<file path="src/design/vrd_pkg.sv">
// Package for the vitals record decoder: payload structs, type and item codes,
// and the scale factors that turn raw readings into hundredths. No dependencies.
package vrd_pkg;

    localparam logic [7:0]  HEADER_BYTE  = 8'h51;
    localparam logic [15:0] BAD_VALUE_A  = 16'hFFFF;
    localparam logic [15:0] BAD_VALUE_B  = 16'h00FF;
    localparam logic [3:0]  FULL_LENGTH  = 4'd8;
    localparam logic [3:0]  OXI_LENGTH   = 4'd6;
    localparam logic [3:0]  TEMP_LENGTH  = 4'd4;

    localparam logic [1:0]  KIND_OXIMETER = 2'd0;
    localparam logic [1:0]  KIND_BP_GLU   = 2'd1;
    localparam logic [1:0]  KIND_THERMO   = 2'd2;
    localparam logic [1:0]  KIND_SIX      = 2'd3;

    localparam logic [1:0]  MODE_NORMAL  = 2'd0;
    localparam logic [1:0]  MODE_CONTROL = 2'd3;

    localparam logic [3:0]  VT_GLUCOSE     = 4'd0;
    localparam logic [3:0]  VT_SYSTOLIC    = 4'd1;
    localparam logic [3:0]  VT_DIASTOLIC   = 4'd2;
    localparam logic [3:0]  VT_PULSE       = 4'd3;
    localparam logic [3:0]  VT_HCT         = 4'd4;
    localparam logic [3:0]  VT_KETONE      = 4'd5;
    localparam logic [3:0]  VT_URIC        = 4'd6;
    localparam logic [3:0]  VT_CHOLESTEROL = 4'd7;
    localparam logic [3:0]  VT_HEMOGLOBIN  = 4'd8;
    localparam logic [3:0]  VT_SPO2        = 4'd9;
    localparam logic [3:0]  VT_TEMPERATURE = 4'd10;

    localparam logic [3:0]  ITEM_GLUCOSE     = 4'd0;
    localparam logic [3:0]  ITEM_HCT         = 4'd6;
    localparam logic [3:0]  ITEM_KETONE      = 4'd7;
    localparam logic [3:0]  ITEM_URIC        = 4'd8;
    localparam logic [3:0]  ITEM_CHOLESTEROL = 4'd9;
    localparam logic [3:0]  ITEM_HEMOGLOBIN  = 4'd11;

    localparam logic [6:0]  FACTOR_WHOLE = 7'd100;
    localparam logic [6:0]  FACTOR_HGB   = 7'd34;
    localparam logic [6:0]  FACTOR_TENTH = 7'd10;

    localparam int SLOTS = 3;

    typedef struct packed {
        logic [1:0] device_kind;
        logic [3:0] record_length;
        logic [7:0] byte_zero;
        logic [7:0] byte_one;
        logic [7:0] byte_two;
        logic [7:0] byte_three;
        logic [7:0] byte_four;
        logic [7:0] byte_five;
        logic [7:0] byte_six;
        logic [7:0] byte_seven;
    } t_record;

    typedef struct packed {
        logic [3:0]  vital_type;
        logic [22:0] value_hundredths;
        logic [26:0] time_key;
        logic [1:0]  echo_kind;
        logic [1:0]  measure_mode;
        logic        last_reading;
    } t_vital;

    typedef struct packed {
        logic [1:0]              cnt;
        logic [SLOTS-1:0][3:0]   vtype;
        logic [SLOTS-1:0][15:0]  raw;
        logic [SLOTS-1:0][6:0]   factor;
        logic [26:0]             key;
        logic [1:0]              kind;
        logic [1:0]              mode;
    } t_dec;

    typedef struct packed {
        logic [1:0]              cnt;
        logic [SLOTS-1:0][3:0]   vtype;
        logic [SLOTS-1:0][22:0]  value;
        logic [26:0]             key;
        logic [1:0]              kind;
        logic [1:0]              mode;
    } t_calc;

endpackage

</file>
<file path="src/design/vrd_if.sv">
// Channel interfaces of the vitals record decoder: one carries a record word in,
// the other a reading word out. Depends on vrd_pkg for the payload structs.
interface vrd_rec_if;
    logic             valid;
    logic             ready;
    vrd_pkg::t_record data;

    modport source (output valid, output data, input ready);
    modport sink (input valid, input data, output ready);
endinterface

interface vrd_vital_if;
    logic            valid;
    logic            ready;
    vrd_pkg::t_vital data;

    modport source (output valid, output data, input ready);
    modport sink (input valid, input data, output ready);
endinterface

</file>
<file path="src/design/vitals_record_decoder_unit.sv">
// Top level of the vitals record decoder: decode, scale and serializer stages.
// Depends on vrd_pkg and on the channel interfaces in vrd_if.sv.
//
// Usage: a record word (device kind, length, eight bytes) enters on i_rec and
// zero to three reading words leave on o_vital, one per cycle while o_vital
// is ready, the final one of each record flagged by last_reading. Records
// that yield no reading vanish. A record passes from acceptance to o_vital
// through the decode register, scaling multiplier register, serializer and
// output register. A record can be accepted in every cycle while i_rec.ready
// is high; sustained throughput is set by the serializer, which holds each
// record, taking no other, until its last reading has moved on.
// Synchronous reset clears all valid bits; no word is in flight afterwards.
// When o_vital stalls, every stage holds its word; i_rec.ready falls in the
// same cycle once every stage ahead holds a word, while an empty stage still
// takes one. Nothing is lost or repeated.
module vitals_record_decoder_unit (
    input  logic            i_clk,
    input  logic            i_rst_n,
    vrd_rec_if.sink         i_rec,
    vrd_vital_if.source     o_vital
);
    import vrd_pkg::*;

    t_dec        n_dec;
    t_dec        r_a;
    logic        r_a_vld;
    t_calc       n_calc;
    t_calc       r_b;
    logic        r_b_vld;
    t_calc       r_c;
    logic        r_c_vld;
    logic [1:0]  r_c_idx;
    t_vital      n_out;
    t_vital      r_o;
    logic        r_o_vld;

    logic        o_free;
    logic        c_adv;
    logic        c_last;
    logic        c_free;
    logic        b_free;
    logic        a_free;

    t_record     rec;
    logic [15:0] raw16;
    logic [15:0] raw12;
    logic [1:0]  mode;
    logic [3:0]  item;
    logic [26:0] key;
    logic        raw_bad;

    assign o_free  = !r_o_vld || o_vital.ready;
    assign c_adv   = r_c_vld && o_free;
    assign c_last  = r_c_idx == (r_c.cnt - 2'd1);
    assign c_free  = !r_c_vld || (c_adv && c_last);
    assign b_free  = !r_b_vld || c_free;
    assign a_free  = !r_a_vld || b_free;

    assign i_rec.ready   = a_free;
    assign o_vital.valid = r_o_vld;
    assign o_vital.data  = r_o;

    assign rec     = i_rec.data;
    assign raw16   = {rec.byte_five, rec.byte_four};
    assign raw12   = {4'd0, rec.byte_three[3:0], rec.byte_two};
    assign mode    = rec.byte_seven[7:6];
    assign item    = rec.byte_seven[5:2];
    assign key     = {rec.byte_one[7:1], rec.byte_one[0], rec.byte_zero[7:5],
                      rec.byte_zero[4:0], rec.byte_three[4:0], rec.byte_two[5:0]};
    assign raw_bad = (raw16 == BAD_VALUE_A) || (raw16 == BAD_VALUE_B);

    always_comb begin
        n_dec        = '0;
        n_dec.kind   = rec.device_kind;
        n_dec.factor = {FACTOR_WHOLE, FACTOR_WHOLE, FACTOR_WHOLE};
        case (rec.device_kind)
            KIND_BP_GLU: begin
                n_dec.key = key;
                if (rec.record_length >= FULL_LENGTH) begin
                    if (!rec.byte_two[7]) begin
                        if (!raw_bad && mode != MODE_CONTROL) begin
                            n_dec.cnt      = 2'd1;
                            n_dec.mode     = mode;
                            n_dec.vtype[0] = VT_GLUCOSE;
                            n_dec.raw[0]   = raw16;
                        end
                    end else begin
                        n_dec.cnt      = 2'd3;
                        n_dec.mode     = MODE_NORMAL;
                        n_dec.vtype[0] = VT_SYSTOLIC;
                        n_dec.vtype[1] = VT_DIASTOLIC;
                        n_dec.vtype[2] = VT_PULSE;
                        n_dec.raw[0]   = {8'd0, rec.byte_four};
                        n_dec.raw[1]   = {8'd0, rec.byte_six};
                        n_dec.raw[2]   = {8'd0, rec.byte_seven};
                    end
                end
            end
            KIND_SIX: begin
                n_dec.key       = key;
                n_dec.mode      = mode;
                n_dec.raw[0]    = raw16;
                n_dec.raw[1]    = raw16;
                n_dec.factor[1] = FACTOR_HGB;
                n_dec.vtype[1]  = VT_HEMOGLOBIN;
                if (rec.record_length >= FULL_LENGTH && !raw_bad) begin
                    case (item)
                        ITEM_GLUCOSE: begin
                            n_dec.vtype[0] = VT_GLUCOSE;
                            n_dec.cnt      = (mode == MODE_CONTROL) ? 2'd0 : 2'd1;
                        end
                        ITEM_HCT: begin
                            n_dec.vtype[0] = VT_HCT;
                            n_dec.cnt      = 2'd2;
                        end
                        ITEM_KETONE: begin
                            n_dec.vtype[0] = VT_KETONE;
                            n_dec.cnt      = 2'd1;
                        end
                        ITEM_URIC: begin
                            n_dec.vtype[0] = VT_URIC;
                            n_dec.cnt      = 2'd1;
                        end
                        ITEM_CHOLESTEROL: begin
                            n_dec.vtype[0] = VT_CHOLESTEROL;
                            n_dec.cnt      = 2'd1;
                        end
                        ITEM_HEMOGLOBIN: begin
                            n_dec.vtype[0] = VT_HEMOGLOBIN;
                            n_dec.cnt      = 2'd1;
                        end
                        default: begin
                            n_dec.cnt = 2'd0;
                        end
                    endcase
                end
            end
            KIND_OXIMETER: begin
                n_dec.vtype[0] = VT_SPO2;
                n_dec.vtype[1] = VT_PULSE;
                n_dec.raw[0]   = raw12;
                n_dec.raw[1]   = {8'd0, rec.byte_five};
                if (rec.record_length >= OXI_LENGTH && rec.byte_zero == HEADER_BYTE) begin
                    n_dec.cnt = 2'd2;
                end
            end
            default: begin
                n_dec.vtype[0]  = VT_TEMPERATURE;
                n_dec.raw[0]    = raw12;
                n_dec.factor[0] = FACTOR_TENTH;
                if (rec.record_length >= TEMP_LENGTH && rec.byte_zero == HEADER_BYTE) begin
                    n_dec.cnt = 2'd1;
                end
            end
        endcase
    end

    always_comb begin
        n_calc.cnt   = r_a.cnt;
        n_calc.vtype = r_a.vtype;
        n_calc.key   = r_a.key;
        n_calc.kind  = r_a.kind;
        n_calc.mode  = r_a.mode;
        for (int s = 0; s < SLOTS; s++) begin
            n_calc.value[s] = 23'(r_a.raw[s]) * 23'(r_a.factor[s]);
        end
    end

    always_comb begin
        n_out.vital_type       = r_c.vtype[r_c_idx];
        n_out.value_hundredths = r_c.value[r_c_idx];
        n_out.time_key         = r_c.key;
        n_out.echo_kind        = r_c.kind;
        n_out.measure_mode     = r_c.mode;
        n_out.last_reading     = c_last;
    end

    always_ff @(posedge i_clk) begin
        if (!i_rst_n) begin
            r_a_vld <= 1'b0;
            r_b_vld <= 1'b0;
            r_c_vld <= 1'b0;
            r_c_idx <= 2'd0;
            r_o_vld <= 1'b0;
        end else begin
            if (a_free) begin
                r_a_vld <= i_rec.valid && (n_dec.cnt != 2'd0);
            end
            if (b_free) begin
                r_b_vld <= r_a_vld;
            end
            if (c_free) begin
                r_c_vld <= r_b_vld;
                r_c_idx <= 2'd0;
            end else if (c_adv) begin
                r_c_idx <= r_c_idx + 2'd1;
            end
            if (o_free) begin
                r_o_vld <= r_c_vld;
            end
        end
    end

    always_ff @(posedge i_clk) begin
        if (a_free) begin
            r_a <= n_dec;
        end
        if (b_free) begin
            r_b <= n_calc;
        end
        if (c_free) begin
            r_c <= r_b;
        end
        if (o_free) begin
            r_o <= n_out;
        end
    end

    a_dec_nonempty: assert property (@(posedge i_clk) disable iff (!i_rst_n)
        r_a_vld |-> r_a.cnt != 2'd0)
        else $error("Decode stage holds a record without readings.");

    a_ser_index: assert property (@(posedge i_clk) disable iff (!i_rst_n)
        r_c_vld |-> (r_c.cnt != 2'd0) && (r_c_idx < r_c.cnt))
        else $error("Serializer index runs past the reading count.");

    a_ser_hold: assert property (@(posedge i_clk) disable iff (!i_rst_n)
        r_c_vld && !o_free |=> r_c_vld && $stable(r_c_idx))
        else $error("Serializer moved while the output register was full.");

    a_last_frees: assert property (@(posedge i_clk) disable iff (!i_rst_n)
        c_adv && !c_last |=> r_c_vld && r_c_idx == $past(r_c_idx) + 2'd1)
        else $error("Serializer dropped a record before its last reading.");

endmodule
</file>
<file path="src/flat_wrapper.sv">
// flat-port wrapper written by rule: the top's interface ports become plain ports
module vitals_record_decoder_unit_flat import vrd_pkg::*;
  (i_clk, i_rst_n, i_rec_valid, i_rec_data, i_rec_ready, o_vital_valid, o_vital_data, o_vital_ready);
  vrd_rec_if i_rec_i ();
  vrd_vital_if o_vital_i ();
  input  logic i_clk;
  input  logic i_rst_n;
  input wire logic [$bits(i_rec_i.valid)-1:0] i_rec_valid;
  input wire logic [$bits(i_rec_i.data)-1:0] i_rec_data;
  output wire logic [$bits(i_rec_i.ready)-1:0] i_rec_ready;
  output wire logic [$bits(o_vital_i.valid)-1:0] o_vital_valid;
  output wire logic [$bits(o_vital_i.data)-1:0] o_vital_data;
  input wire logic [$bits(o_vital_i.ready)-1:0] o_vital_ready;
  assign i_rec_i.valid = i_rec_valid;
  assign i_rec_i.data = i_rec_data;
  assign i_rec_ready = i_rec_i.ready;
  assign o_vital_valid = o_vital_i.valid;
  assign o_vital_data = o_vital_i.data;
  assign o_vital_i.ready = o_vital_ready;
  vitals_record_decoder_unit u_core (.i_clk(i_clk), .i_rst_n(i_rst_n), .i_rec(i_rec_i), .o_vital(o_vital_i));
endmodule
</file>
<file path="config.mk">
export PLATFORM = sky130hd
export DESIGN_NAME = vitals_record_decoder_unit_flat
export DESIGN_NICKNAME = d
export VERILOG_FILES = /design/src/design/vrd_pkg.sv /design/src/design/vrd_if.sv /design/src/design/vitals_record_decoder_unit.sv /design/src/flat_wrapper.sv
export SDC_FILE = /design/constraint.sdc
export NUM_CORES = 1
export LEC_CHECK = 0
export ABC_CLOCK_PERIOD_IN_PS = 6500
export BUFFER_PORTS_ARGS = -buffer_cell sky130_fd_sc_hd__buf_2
export CORE_MARGIN = 2
export CORE_UTILIZATION = 52
export DETAILED_ROUTE_END_ITERATION = 16
export GPL_ROUTABILITY_DRIVEN = 0
export PLACE_DENSITY = 0.71
export SLEW_MARGIN = 25
export SYNTH_ARGS = -nofsm -noshare
export SYNTH_HDL_FRONTEND = slang
export SYNTH_SLANG_ARGS = --single-unit
</file>
<file path="constraint.sdc">
create_clock -name i_clk -period 6.5 [get_ports i_clk]
set_input_delay 0.65 -clock i_clk [delete_from_list [all_inputs] [get_ports i_clk]]
set_output_delay 0.65 -clock i_clk [all_outputs]
set_load 0.01 [all_outputs]
</file>
==> impl_metrics.ini <==
[detailed_routing]
drt_wirelength_um = 33200
detailedRoute.firstIterationViolations = 795
routed_via_density = 5.45
number_of_routed_nets_with_antenna_violations = 0
number_of_detailed_routing_iterations_run_before_antenna_repair = 6
route.detailed.drc = 0
route.vias.total = 9923
average_wire_per_cell_in_the_routed_design_um = 18.2

[worst_setup_path]
crit_type = register to register
critical_path.endpoint_type = register
max_stage_delay_ns = 0.96
startpoint_type = register
cp_data_arrival_time_ns = 5.51
critical_path.cell_chain = nand2_1 > xor2_1 > ha_1 > inv_1 > fa_1 > inv_1 > fa_1 > ha_1 > ha_1 > a21oi_1 > o211ai_1 > a41o_1 > a41o_1 > a31o_2 > a211oi_1 > a211oi_1
crit_family = adder cells
crit_path_frequent_cell = sky130_fd_sc_hd__ha_1
critPathSlowestCell = sky130_fd_sc_hd__edfxtp_1
path_max_fanout = 34
timing.critical_path.buf_inv = 2
cp.required_ns = 6.78

[clock_tree]
cts_buffers = 37
worstSkewPairLatency_ns = 0.53
cts_max_path_buffers = 3
clock-sinks = 347
tritoncts = done
total_of_hold_buffers_inserted_after_clock_tree_synthesis = 0
clk_pin_slew_ns = 0.06
post_cts_buffers = 0
clockRootBuffer = sky130_fd_sc_hd__clkbuf_16
cts.repair.resized = 0
htreeDepth = 2

[synthesis]
yosys_warnings = 0
syn_inst = 1212
synth-seq-cells = 347
dominantRegCellSynth = sky130_fd_sc_hd__edfxtp_1
synth_fa_ha_area_share_pct = 18.6
synth.yosys.seq_area_share_pct = 59.6
synth_simple_gate_area_share_pct = 8.12
synth_compound_gate_area_share_pct = 6.50
synth_enable_flop_cells = 341
ys_async_sr_fraction_pct = 0
syn_nets = 1508
synthesis.area_um2 = 17400
synthXorXnorAreaFrac_pct = 3.02
synth_cell_types = 65
main_combinational_cell_family_by_area_after_synthesis = adder cells
yosys-mux-area-fraction_pct = 1.50
average_size_of_a_mapped_cell_um2 = 14.3

[finish]
area.growth.synth_to_final_pct = 13.3
final_area_um2 = 19700
final_layout_size_suffix_gt1_share_pct = 14.5
fillCellCount = 2561
nNetsFinal = 1654
final-instance-count-excl-fill = 1821
ant_diodes = 0

[die]
die_h_um = 187
die_x_um = 187
pin_count = 135
core.rowCount = 66
start_util_pct = 53.2
design.core.area_um2 = 32700
die-area_um2 = 34900

[place]
placement.cell_area_um2 = 18500
detailed_place_hpwl_um = 23900
number_of_instances_in_the_placed_design = 1761
port_buffers = 129

[grt]
grt.overflow.total = 0
grt_pass1_vias = 9902
antenna_found_initial = 0
globalRouteTotalUtil_pct = 19.4
grt_pass1_wl_um = 53200
grt_start_max_net_pins = 68

[sta]
accumulated_negative_setup_slack_ns = 0
min_period_ns = 5.23
timing_max_transition_violations_final = 0
timing.slew.headroom_pct = 37.2
fin_crit_sh_pct = 80.5
finalHoldViolCount = 0
rsz0062_at_grt = no
f_max_mhz = 191
fin_skew_ns = 0.0150
tightest_slew_ns = 0.939
count_of_endpoints_failing_setup_in_the_final_report = 0

[pwr]
vdd_ir_max_mv = 0.188
powerDensity_nw_per_um2 = 299
total_power_mw = 5.89
leak_pwr_nw = 9.06

[hold_path]
hold_path.class = input pin to register

[outcome]
status = finished, final reports clean

[job]
max_capacitance_violation_total = 0
[layout make-up]
type,count,area (um2),area share [%]
Inverter,94,357,1.81
Multi-Input combinational cell,741,6570,33.3
Clock buffer,44,973,4.94
Tap cell,442,553,2.81
Clock inverter,16,190,0.965
Timing Repair Buffer,137,706,3.58
Sequential cell,347,10400,52.6
[placed cells by master, fill, tap and decap left out, types with 7 or more instances in the layout]
| master | synthesis | routed |
|---|---|---|
| sky130_fd_sc_hd__edfxtp_1 | 341 | 341 |
| sky130_fd_sc_hd__and2_1 | 96 | 96 |
| sky130_fd_sc_hd__clkinv_1 | 2 | 7 |
| sky130_fd_sc_hd__a211oi_1 | 7 | 7 |
| sky130_fd_sc_hd__inv_1 | 92 | 89 |
| sky130_fd_sc_hd__nand4_1 | 7 | 7 |
| sky130_fd_sc_hd__ha_1 | 162 | 162 |
| sky130_fd_sc_hd__a21oi_1 | 34 | 33 |
| sky130_fd_sc_hd__mux2i_1 | 26 | 26 |
| sky130_fd_sc_hd__a21o_1 | 14 | 14 |
| sky130_fd_sc_hd__nand2_1 | 70 | 69 |
| sky130_fd_sc_hd__fa_1 | 60 | 60 |
| sky130_fd_sc_hd__buf_4 | 1 | 8 |
| sky130_fd_sc_hd__o21ai_0 | 37 | 37 |
| sky130_fd_sc_hd__nor2_1 | 37 | 37 |
| sky130_fd_sc_hd__a22o_1 | 12 | 12 |
| sky130_fd_sc_hd__xnor2_1 | 33 | 33 |
| sky130_fd_sc_hd__and3_1 | 19 | 19 |
| sky130_fd_sc_hd__clkbuf_16 | 0 | 38 |
| sky130_fd_sc_hd__buf_2 | 1 | 129 |
| sky130_fd_sc_hd__xor2_1 | 27 | 27 |
[through the flow]
step           setup WS (ns)  utilization (%)  hold WS [ns]
6_report                1.27             60.3         0.398
5_1_grt                0.930             60.3         0.390
4_1_cts                 1.27             60.3         0.374
3_5_place_dp            1.34             56.7         0.405
3_3_place_gp            1.47             56.7         0.400
2_1_floorplan           1.48                -         0.400
[cell usage after synthesis (all sizes together) (12+ instances only)]
cell,number,area (um2)
edfxtp,341,10200
ha,162,2030
and2,96,601
inv,92,345
nand2,70,263
fa,60,1200
o21ai,38,190
nor2,37,139
a21oi,34,170
xnor2,33,289
xor2,27,236
mux2i,26,260
clkbuf,25,93.8
and3,19,119
a21o,15,114
a22o,12,105
[metal layers]
metal  up-vias  wire length [um]  part of all wire [%]  track usage, %
li1       4715                 -                     -               -
met4         0               742                   2.2            5.98
met5         -                 0                     0               0
met3        57              2610                   7.9            4.86
met1      4816             14900                    45            27.6
met2       335             15000                    45            29.7
[cell families after synthesis]
| group | Yosys count |
|---|---|
| DFF | 347 |
| and+or+nand+nor | 265 |
| buffers and inverters | 124 |
| AOI/OAI and AO/OA | 167 |
| other | 1 |
| xor gates and xnor gates | 60 |
| adders and majority gates | 222 |
| muxes | 26 |
[sequential cells by signal (all words and copies together), names as in the netlist, 2 cells and up]
signal               flops
u_core.r_c_idx           2
u_core.n_calc           41
u_core.n_out            31
u_core.r_a              44
u_core.r_b              99
u_core.r_c              68
u_core.o_vital.data     58
[power by group]
part / leakage (nW) / switching, mW / internal (mW)
sequential: 3.95 / 0.124 / 2.84
clock: 0.555 / 0.835 / 1.19
combinational: 4.55 / 0.515 / 0.381
[path summary, 6_finish.rpt]
kind | from | to | slack [ns] | depth (start not counted)
setup / recovery | u_core.r_a[36] | u_core.r_b[51] | 1.27 | 16
hold / removal | i_rec_data[0] | u_core.r_a[84] | 0.40 | 2
setup reg to reg | u_core.r_a[36] | u_core.r_b[51] | 1.27 | 16
hold reg to reg | u_core.r_b[55] | u_core.r_c[55] | 0.40 | 0
(Power assumes the default switching activity.)
